[config.mk]
export PLATFORM = sky130hd
export DESIGN_NAME = fws_divider
export DESIGN_NICKNAME = d
export VERILOG_FILES = /design/src/sv/fws_pkg.sv /design/src/sv/fws_divider.sv
export SDC_FILE = /design/constraint.sdc
export NUM_CORES = 1
export LEC_CHECK = 0
export ABC_AREA = 1
export ABC_CLOCK_PERIOD_IN_PS = 5300
export BUFFER_PORTS_ARGS = -buffer_cell sky130_fd_sc_hd__buf_2
export CORE_ASPECT_RATIO = 0.5
export CORE_MARGIN = 5
export CORE_UTILIZATION = 55
export CTS_BUF_LIST = sky130_fd_sc_hd__clkbuf_16
export DETAILED_ROUTE_END_ITERATION = 7
export HOLD_SLACK_MARGIN = 0.03
export PLACE_DENSITY = 0.91
export SYNTH_ARGS = -nofsm -noshare
export SYNTH_HDL_FRONTEND = slang
export SYNTH_SLANG_ARGS = --single-unit
[constraint.sdc]
create_clock -name clk -period 5.3 [get_ports clk]
set_input_delay 0.53 -clock clk [delete_from_list [all_inputs] [get_ports clk]]
set_output_delay 0.53 -clock clk [all_outputs]
set_load 0.03 [all_outputs]
[src/sv/fws_pkg.sv]
// shared types, constants and state codes of the focal weighted window sum
package fws_pkg;

  localparam int MAX_COLS    = 1024;
  localparam int MAX_HALF    = 2;
  localparam int SAMPLE_BITS = 16;
  localparam int WEIGHT_FRAC = 12;
  localparam int WEIGHT_BITS = 16;
  localparam int SPAN        = 2 * MAX_HALF + 1;
  localparam int SLOTS       = 2 * MAX_HALF;
  localparam int NUM_WEIGHTS = SPAN * SPAN;
  localparam int SUM_BITS    = 40;

  localparam int COL_W   = $clog2(MAX_COLS);
  localparam int CCNT_W  = COL_W + 1;
  localparam int ROW_W   = 16;
  localparam int OUT_W   = 26;
  localparam int SLOT_W  = $clog2(SLOTS);
  localparam int SPAN_W  = $clog2(SPAN);
  localparam int WIDX_W  = 5;
  localparam int HALF_W  = 2;

  typedef struct packed {
    logic                          na;
    logic signed [SAMPLE_BITS-1:0] value;
  } entry_t;

  typedef enum logic [1:0] {
    CMD_WEIGHT = 2'd0,
    CMD_PIXEL  = 2'd1,
    CMD_FLUSH  = 2'd2
  } cmd_t;

  typedef enum logic [2:0] {
    REG_COLUMN_COUNT = 3'd0,
    REG_ROW_COUNT    = 3'd1,
    REG_HALF_ROWS    = 3'd2,
    REG_HALF_COLS    = 3'd3,
    REG_SKIP_NA      = 3'd4,
    REG_FILL_NA_ONLY = 3'd5
  } reg_index_t;

  typedef enum logic [3:0] {
    ST_IDLE,
    ST_PREP,
    ST_SHIFT,
    ST_CHECK,
    ST_DIV,
    ST_MAC,
    ST_MAC_END,
    ST_EMIT,
    ST_FLUSH
  } state_t;

endpackage

[src/sv/fws_divider.sv]
// restoring divider, one quotient bit per cycle, for output position row and column
module fws_divider import fws_pkg::*; (
  input  logic              clk,
  input  logic              rst,
  input  logic              start,
  input  logic [OUT_W-1:0]  dividend,
  input  logic [CCNT_W-1:0] divisor,
  output logic              done,
  output logic [OUT_W-1:0]  quotient,
  output logic [CCNT_W-1:0] remainder
);

  localparam int STEP_W = $clog2(OUT_W + 1);

  logic [STEP_W-1:0] steps;
  logic              busy;
  logic [CCNT_W:0]   trial;
  logic              fits;

  assign trial = {remainder, quotient[OUT_W-1]};
  assign fits  = (trial >= {1'b0, divisor});

  always_ff @(posedge clk) begin
    if (rst) begin
      busy  <= 1'b0;
      done  <= 1'b0;
      steps <= '0;
    end else begin
      done <= 1'b0;
      if (start) begin
        busy  <= 1'b1;
        steps <= STEP_W'(OUT_W);
      end else if (busy) begin
        steps <= steps - 1'b1;
        if (steps == STEP_W'(1)) begin
          busy <= 1'b0;
          done <= 1'b1;
        end
      end
    end
  end

  always_ff @(posedge clk) begin
    if (start) begin
      quotient  <= dividend;
      remainder <= '0;
    end else if (busy) begin
      quotient <= {quotient[OUT_W-2:0], fits};
      if (fits) begin
        remainder <= CCNT_W'(trial - {1'b0, divisor});
      end else begin
        remainder <= trial[CCNT_W-1:0];
      end
    end
  end

endmodule

==> flow_summary.toml <==
[sta]
tns_ns = 0
hold_violations = 0
maxSlewHeadroom_pct = 33.8
layout_min_cycle_time_ns = 2.36
hold_ws_ns = 0.459
skew_ns = 0.00609
rsz0062_at_grt = "false"
maxSlewViolCount = 0
tightest_slew_ns = 0.992
setup_violations = 0
max_freq_ghz = 0.423
period_share_pct = 44.6

[synth]
synth_adder_area_share_pct = 6.79
synth_top_family_by_area = "simple AND/OR/NAND/NOR gates"
synth_top_cell_by_area = "edfxtp_1"
seq_area_frac_synth_pct = 42.4
muxShareOfSynthArea_pct = 0
syn_area_sq_mm = 0.00269
synth_nets = 421
ys_ff_latch = 44
synth-simple-area-share_pct = 37.6
syn_inst = 367
synthXorXnorAreaFrac_pct = 1.30
synth.distinct_cells = 29
ys.flop_type = "edfxtp_1"
synth_top_area_share_pct = 29.0
synth_area_per_cell_sq_um = 7.33
synth-async-reset-ratio_pct = 0
yosys_warnings = 0
yosys-top-cells-area = "edfxtp_1 (29%), nand2_1 (22%), dfxtp_1 (13%)"
synth_edf_count = 26
synth_compound_area_share_pct = 1.95

[routing]
finalWirelength_mm = 6.31
detail-route-antenna-nets = 0
drt_iter0_drc = 163
via_per_inst = 4.90
wl_per_cell_microns = 12.4
drc_errors = 0
drtPass1Iterations = 4
num_vias = 2497

[critical_path]
startpoint_type = "input port"
critPathMaxFanout = 30
rr_worst_depth = 10
crit_type = "input port to flop"
worstPathRequired_ns = 5.14
crit_path_end_kind = "flop"
arrival_ns = 2.21

[outcome]
status = "complete, no violations"

[final_layout]
nNetsFinal = 493
syn_to_final_growth_pct = 20.2
antenna_cells = 0
final_common_cell = "nand2_1"
drive_gt1_share_pct = 23.2
final_util_pct = 67.1
final_cell_mix = "nand2_1 (155), buf_2 (77), inv_1 (54)"

[die]
die_w_microns = 109
ios = 78
die_y_microns = 59.5
dieArea_sq_mm = 0.00648
placeableCoreArea_sq_mm = 0.00482
start_util_pct = 55.8
num_rows = 18

[global_route]
grt_pass1_vias = 2418
gr-max-usage-layer = "met2"
use_met2_pct = 35.1
grt_overflow_total = 0
grt_max_degree = 31
antenna_found_initial = 0
grt_use_met3_pct = 3.81
grt_use_total_pct = 20.8
gr-usage-met1_pct = 27.1
grt_pass1_wl_mm = 10.6

[power_and_ir_drop]
p_comb_share_pct = 19.8
clockPowerShare_pct = 32.8
p_total_uw = 864
max-vdd-ir-drop_mv = 0.190
power.switching_uw = 247
internal-power_uw = 617
powerDensity_mw_per_mm2 = 267
p_sw_share_pct = 28.5
p_leak_nw = 1.79
p_seq_share_pct = 47.3

[clock_tree]
insertion_delay_ns = 0.28
clk_path_buf_depth = 2
numClockSinks = 44
clkTransAtPathRegs_ns = 0.05
cts_resized = 0
cts_made_buffers = 5
hold_buffers = 0
cts_max_level = 2
cts_setup_buffers = 0
cts_tree = "built"
cts_root_buf = "clkbuf_16"

[job]
drv_cap = 0

[place]
port_buffers = 77
place_hpwl_mm = 4.73
gp_congestion = 0.857

[worst_hold_path]
hold_depth = 2
hp-class = "input port to flop"
[path summary, 6_finish.rpt]
kind                               start                     to  slack, ns
setup reg to reg  quotient[25]$_DFFE_PP_  quotient[0]$_DFFE_PP_       2.98
hold reg to reg    steps[4]$_SDFFE_PP0P_  steps[4]$_SDFFE_PP0P_       0.48
setup / recovery                   start  quotient[3]$_DFFE_PP_       2.94
hold / removal                       rst  steps[4]$_SDFFE_PP0P_       0.46
[final cells by class]
class,count,area [sq um]
fillers,420,1580
flip-flops and latches,44,1140
inverters,54,203
clock buffers,5,125
multi-input cells,257,1280
clock inverters,3,11.3
well taps,70,87.6
repair buffers,77,385
[routing by layer]
metal | routed length (microns) | vias to the layer above
met5 | 0 | -
met4 | 70 | 0
met1 | 2720 | 1094
met2 | 3050 | 92
met3 | 461 | 6
li1 | - | 1305
[power groups by stage]
stage	Sequential, mW	Clock [mW]	Combinational [mW]
after CTS	0.409	0.290	0.172
final	0.409	0.284	0.171
after floorplan	0.458	0	0.0746
after global placement	0.416	0	0.168
after detailed placement	0.415	0	0.171
after global routing	0.412	0.304	0.190
[stage by stage]
stage	setup slack, ns	instances	area [sq um]
floorplan	3.29	367	2690
global placement	2.72	502	3100
detailed placement	2.62	502	3100
CTS	2.90	510	3240
global route	2.71	510	3240
finish	2.94	510	3240
[kinds of logic (layout without fill, tap and decap cells)]
kind of cell               Yosys count  after routing
and+or+nand+nor                    231            231
xor gates and xnor gates             4              4
DFF                                 44             44
AOI/OAI and AO/OA                    8              8
buffers and inverters               66            139
adders and majority gates           14             14
[registers in the layout (all words and copies together), names as in the netlist]
| name | cells |
|---|---|
| remainder | 11 |
| done | 1 |
| steps | 5 |
| busy | 1 |
| quotient | 26 |
[critical path, cell delays in order]
cell,delay (ns)
buf_2,0.26
nor2_1,0.70
inv_1,0.70
[synthesized netlist by cell type (2+ instances only)]
cell type and number:
inv_1 52, nor2_2 3, clkbuf_1 5, nand3_1 26, dfxtp_1 18, inv_2 2, ha_1 13, xor2_1 2
a31oi_1 2, buf_2 4, edfxtp_1 26, nand4_1 14, a21oi_1 3, xnor2_1 2, buf_6 2, nand2_1 155
nand3_2 6, nor2_1 17, nand2_2 5
(Power assumes the default switching activity.)
