===== config.mk =====
export PLATFORM = sky130hd
export DESIGN_NAME = fws_row_cell
export DESIGN_NICKNAME = d
export VERILOG_FILES = /design/src/sv/fws_pkg.sv /design/src/sv/fws_row_cell.sv
export SDC_FILE = /design/constraint.sdc
export NUM_CORES = 1
export LEC_CHECK = 0
export ABC_AREA = 1
export BUFFER_PORTS_ARGS = -buffer_cell sky130_fd_sc_hd__buf_2
export CAP_MARGIN = 0
export CORE_UTILIZATION = 55
export CTS_CLUSTER_SIZE = 14
export DETAILED_ROUTE_END_ITERATION = 16
export HOLD_SLACK_MARGIN = 0.02
export PLACE_DENSITY = 0.81
export SYNTH_ARGS = -nofsm -noshare
export SYNTH_HDL_FRONTEND = slang
export SYNTH_SLANG_ARGS = --single-unit

===== constraint.sdc =====
create_clock -name clk -period 1.44 [get_ports clk]
set_input_delay 0.288 -clock clk [delete_from_list [all_inputs] [get_ports clk]]
set_output_delay 0.288 -clock clk [all_outputs]
set_load 0.01 [all_outputs]

===== src/sv/fws_pkg.sv =====
// shared types, constants and state codes of the focal weighted window sum
package fws_pkg;

  localparam int MAX_COLS    = 1024;
  localparam int MAX_HALF    = 2;
  localparam int SAMPLE_BITS = 16;
  localparam int WEIGHT_FRAC = 12;
  localparam int WEIGHT_BITS = 16;
  localparam int SPAN        = 2 * MAX_HALF + 1;
  localparam int SLOTS       = 2 * MAX_HALF;
  localparam int NUM_WEIGHTS = SPAN * SPAN;
  localparam int SUM_BITS    = 40;

  localparam int COL_W   = $clog2(MAX_COLS);
  localparam int CCNT_W  = COL_W + 1;
  localparam int ROW_W   = 16;
  localparam int OUT_W   = 26;
  localparam int SLOT_W  = $clog2(SLOTS);
  localparam int SPAN_W  = $clog2(SPAN);
  localparam int WIDX_W  = 5;
  localparam int HALF_W  = 2;

  typedef struct packed {
    logic                          na;
    logic signed [SAMPLE_BITS-1:0] value;
  } entry_t;

  typedef enum logic [1:0] {
    CMD_WEIGHT = 2'd0,
    CMD_PIXEL  = 2'd1,
    CMD_FLUSH  = 2'd2
  } cmd_t;

  typedef enum logic [2:0] {
    REG_COLUMN_COUNT = 3'd0,
    REG_ROW_COUNT    = 3'd1,
    REG_HALF_ROWS    = 3'd2,
    REG_HALF_COLS    = 3'd3,
    REG_SKIP_NA      = 3'd4,
    REG_FILL_NA_ONLY = 3'd5
  } reg_index_t;

  typedef enum logic [3:0] {
    ST_IDLE,
    ST_PREP,
    ST_SHIFT,
    ST_CHECK,
    ST_DIV,
    ST_MAC,
    ST_MAC_END,
    ST_EMIT,
    ST_FLUSH
  } state_t;

endpackage


===== src/sv/fws_row_cell.sv =====
// one window row: taps shift toward index 0, the new entry enters at the top
module fws_row_cell import fws_pkg::*; (
  input  logic                  clk,
  input  logic                  rst,
  input  logic                  shift,
  input  entry_t                din,
  output entry_t [SPAN-1:0]     taps
);

  always_ff @(posedge clk) begin
    if (rst) begin
      taps <= '0;
    end else if (shift) begin
      for (int k = 0; k < SPAN - 1; k++) begin
        taps[k] <= taps[k+1];
      end
      taps[SPAN-1] <= din;
    end
  end

endmodule


==> impl_metrics.tcl, run 1 <==
set metrics [dict create \
    cts_tree "built" \
    grt_pass1_vias 2584 \
    cts_sinks 85 \
    cpMaxStageDelayCell "dfxtp_1" \
    die_y_um 81.5 \
    drv_slew 0 \
    postCtsSetupBuffers 0 \
    synthesis.area_um2 3480 \
    finalSetupTns_ns 0 \
    syn_area_per_cell_um2 6.45 \
    antenna_cells 0 \
    hold_violations 0 \
    top_regs "taps (85)" \
    cts_buffers 9 \
    timing.fmax_mhz 843 \
    drt_first_pass_iters 4 \
    path_cells "buf_2" \
    rsz0062_at_grt "false" \
    cts_buffer_depth 2 \
    clock_power_share 0.329 \
    multi_input_area_um2 1280 \
    dpl.cell_count 697 \
    utilization 0.703 \
    setup_viol_count_final 0 \
    antenna_found_initial 0 \
    synth.top_cell.area_share 0.489 \
    fin_skew_ns 0.00471 \
    nets 653 \
    die_w_um 81.5 \
    io_buffers 104 \
    power_switching_w 0.00137 \
    swShare 0.276 \
    synth_nets 559 \
    finalPower_w 0.00497 \
    worstHoldPathType "input pin to flip-flop" \
    required_ns 1.15 \
    first_iter_violations 150 \
    overflow 0 \
    crit_family "flip-flops" \
    drc 0 \
    slew_headroom 0.790 \
    yosys.area.top_type "dfxtp_1" \
    period_minus_slack_ns 1.19 \
    cp-start-kind "flip-flop" \
    dp_hpwl_um 4780 \
    drive_gt1_frac 0.201 \
    largest_reg_flops 85 \
    vias 3115 \
    grtUsageTotal 0.217 \
    die-area_um2 6650 \
    clk_pin_slew_ns 0.09 \
    fill_cells 550 \
    status "complete, no violations" \
    maxCapViolCount 0 \
    rrSetupSlack_ns 0.74 \
    regMostFlops "taps" \
    fp-row-count 28 \
    boundaryPins 105 \
    antenna_left 0 \
    synth-seq-area-share 0.489 \
    p_int_w 0.00360 \
    core_area_um2 6030 \
    yosysWarnings 0 \
    synthCells 539 \
    layout.cells.non_filler 713 \
    synth_cell_types 8 \
    hold_buffers 0 \
    grt_start_max_net_pins 49 \
    seq_power_share 0.527 \
    worst_pin_slew_ns 0.315 \
    critical-path-max-stage-delay_ns 0.40 \
    final_cell_mix "170 x nor2_1, 170 x nand2_1, 103 x buf_2, 85 x inv_1, 85 x dfxtp_1" \
    cp_data_arrival_time_ns 0.90 \
    area.growth.synth_to_final_pct 21.8 \
    crit_path_end_kind "primary output" \
    regArea_um2 1700 \
    globalplace.congestion 0.788 \
    yosys-top-cells-area "dfxtp_1 49%, nand2_1 18%, nor2_1 18%" \
    worst-setup-path-type "flip-flop to primary output" \
    synth-seq-cells 85 \
    crit_fanout 3 \
    cts_resized 0 \
    p_per_area_nw_per_um2 1170 \
    irDropWorstVdd_mv 0.739 \
    routedWlPerCell_um 9.49 \
    start_util 0.577 \
    final.period_utilization 0.824 \
    drt-vias-per-instance 4.37 \
    wl_um 6770 \
    htreeDepth 3 \
    total_leakage_power_nw 2.43 \
    p_comb_frac 0.145 \
    crit_buf_inv 1 \
    clk_latency_ns 0.35 \
    grt_pass1_wl_um 11200 \
    root_buffer "clkbuf_8" \
]
==> worst paths after layout <==
check	end	cells past startpoint	start
setup / recovery	taps[52]	1	taps[52]
hold / removal	taps[83]	5	din[15]
setup reg to reg	taps[37]	4	taps[54]
hold reg to reg	taps[5]	2	taps[5]
==> synth_stat cells (all sizes together) <==
cell and number:
clkbuf 3, dfxtp 85, nand2 170, inv 86, nor2 170, buf 25
==> per-layer routing <==
layer / part of all wire / track usage
met4: 0.010 / 0.0857
met1: 0.49 / 0.270
met2: 0.44 / 0.355
met3: 0.060 / 0.0600
met5: 0 / 0
==> final cells by class <==
class | instances | share of cell area
inverter | 86 | 0.0762
tap | 75 | 0.0222
sequential | 85 | 0.402
timing repair buffer | 111 | 0.154
clock inverter | 7 | 0.0157
multi-input combinational | 340 | 0.301
clock buffer | 9 | 0.0292
==> logic make-up (layout without fill, tap and decap cells) <==
family	after synthesis	in the layout	share of synthesized area
AND/OR/NAND/NOR	340	340	0.367
buffers and inverters	114	213	0.144
flip-flops	85	85	0.489
==> power by group through the flow <==
stage	clock network [W]	registers (W)	logic, W
4_1_cts	0.00168	0.00262	0.000729
5_1_grt	0.00177	0.00264	0.000833
6_report	0.00163	0.00261	0.000719
3_3_place_gp	0	0.00267	0.000713
2_1_floorplan	0	0.00273	0.000406
3_5_place_dp	0	0.00267	0.000726
==> per-stage QoR <==
step	hold WS, ns	instance area, µm²	setup WS [ns]
6_report	0.219	4240	0.254
5_1_grt	0.222	4240	0.205
4_1_cts	0.207	4240	0.228
3_5_place_dp	0.461	4050	0.299
3_3_place_gp	0.451	4050	0.334
2_1_floorplan	0.476	3480	0.486
Power figures use the tool's default switching activity.
==> run 2: changes to the inputs <==
- CORE_UTILIZATION: 55 -> 46
- PLACE_DENSITY: 0.81 -> 0.71
- clock period: 1.44 -> 1 ns (I/O delays scaled with it)
==> impl_metrics.tcl, run 2 (synthesis gave the netlist of run 1 again) <==
set metrics [dict create \
    status "finished, violations left" \
    violations "negative setup slack" \
    hold_violations 0 \
    antenna_left 0 \
    crit_start "taps[72]" \
    routedWlPerCell_um 11.0 \
    setup_viol_count_final 50 \
    drt-vias-per-instance 4.30 \
    final_cell_mix "170 x nor2_1, 170 x nand2_1, 85 x inv_1, 85 x buf_6, 84 x dfxtp_2" \
    slew_headroom 0.873 \
    worstHoldStart "din[16]" \
    fin_skew_ns 0.00958 \
    rr_startpoint "taps[54]" \
    root_buffer "clkbuf_8" \
    crit_buf_inv 1 \
    drt_first_pass_iters 4 \
    clk_latency_ns 0.36 \
    die_w_um 89.0 \
    fill_cells 558 \
    grt_pass1_vias 3188 \
    htreeDepth 3 \
    drc 0 \
    final.period_utilization 1.04 \
    grt_start_max_net_pins 50 \
    top_regs "taps (85)" \
    die_y_um 89.0 \
    drive_gt1_frac 0.404 \
    period_minus_slack_ns 1.04 \
    boundaryPins 105 \
    cts_buffer_depth 2 \
    fp-row-count 31 \
    overflow 0 \
    drv_slew 0 \
    nets 728 \
    crit_path_end_kind "primary output" \
    regMostFlops "taps" \
    antenna_found_initial 0 \
    cp-start-kind "flip-flop" \
    total_leakage_power_nw 2.97 \
    antenna_cells 0 \
    start_util 0.477 \
    timing.fmax_mhz 965 \
    irDropWorstVdd_mv 0.966 \
    path_cells "buf_6" \
    required_ns 0.80 \
    cts_buffers 9 \
    p_per_area_nw_per_um2 1520 \
    clk_pin_slew_ns 0.09 \
    vias 3488 \
    whs_ns 0.122 \
    core_area_um2 7290 \
    dp_hpwl_um 4970 \
    crit_family "flip-flops" \
    die-area_um2 7910 \
    rsz0062_at_grt "true" \
    regArea_um2 1810 \
    multi_input_area_um2 1280 \
    io_buffers 104 \
    finalSetupTns_ns -0.536 \
    maxCapViolCount 0 \
    critical-path-max-stage-delay_ns 0.37 \
    grt_pass1_wl_um 14500 \
    first_iter_violations 137 \
    area.growth.synth_to_final_pct 58.8 \
    grtUsageTotal 0.241 \
    crit_fanout 3 \
    wl_um 8910 \
    globalplace.congestion 0.796 \
    largest_reg_flops 85 \
    cp_data_arrival_time_ns 0.84 \
    worst-setup-path-type "flip-flop to primary output" \
    cts_tree "built" \
    cts_sinks 85 \
    cpMaxStageDelayCell "dfxtp_2" \
    setup_ws_ns -0.0363 \
    worst_pin_slew_ns 0.191 \
    worstHoldPathType "input pin to flip-flop" \
]
## run 2: changes by cell type in the layout (fill, tap and decap cells not counted), sizes merged
cell / delta
clkinvlp: +1
bufinv: +2
inv: +1
clkinv: -4
buf: +75
## run 2: power by group
group | switching [W] | internal (W)
Combinational | 0.000741 | 0.000899
Clock | 0.00127 | 0.00167
Sequential | 0.000174 | 0.00365
Total | 0.00219 | 0.00622
## run 2: cell type report
type	instances	area share
inverter	86	0.0584
clock buffer	9	0.0224
clock inverter	7	0.0222
timing repair buffer	186	0.316
multi-input combinational	340	0.231
tap	99	0.0224
sequential	85	0.328
## run 2: layer usage
layer  wire (µm)  part of all wire  GRT usage  vias to the layer above
li1            -                 -          -                     1861
met4         180             0.020      0.110                        0
met5           0                 0          0                        -
met1        3960              0.44      0.295                     1511
met2        4250              0.48      0.404                      101
met3         517             0.058     0.0582                       15
## run 2: timing repair
action	CTS	global route
buffers inserted	65	9
hold buffers	0	0
setup endpoints to repair	85	85
resized for setup	172	0
pin swaps	0	0
## run 2: through the flow
| stage | instances | instance area [µm²] | setup WS (ns) | power (W) | utilization |
|---|---|---|---|---|---|
| floorplan | 539 | 3480 | 0.134 | 0.00452 | - |
| global placement | 722 | 4080 | 0.102 | 0.00488 | 0.560 |
| detailed placement | 722 | 4080 | 0.0928 | 0.00490 | 0.560 |
| CTS | 803 | 5460 | -0.0439 | 0.00838 | 0.748 |
| global route | 812 | 5530 | -0.0586 | 0.00881 | 0.758 |
| finish | 812 | 5530 | -0.0363 | 0.00841 | 0.758 |
## run 2: worst paths after layout
kind,endpoint,slack [ns],cells past startpoint
worst min-delay path,taps[84],0.12,5
worst max register to register,taps[37],0.10,6
worst max-delay path,taps[72],-0.04,1
worst min register to register,taps[10],0.48,2
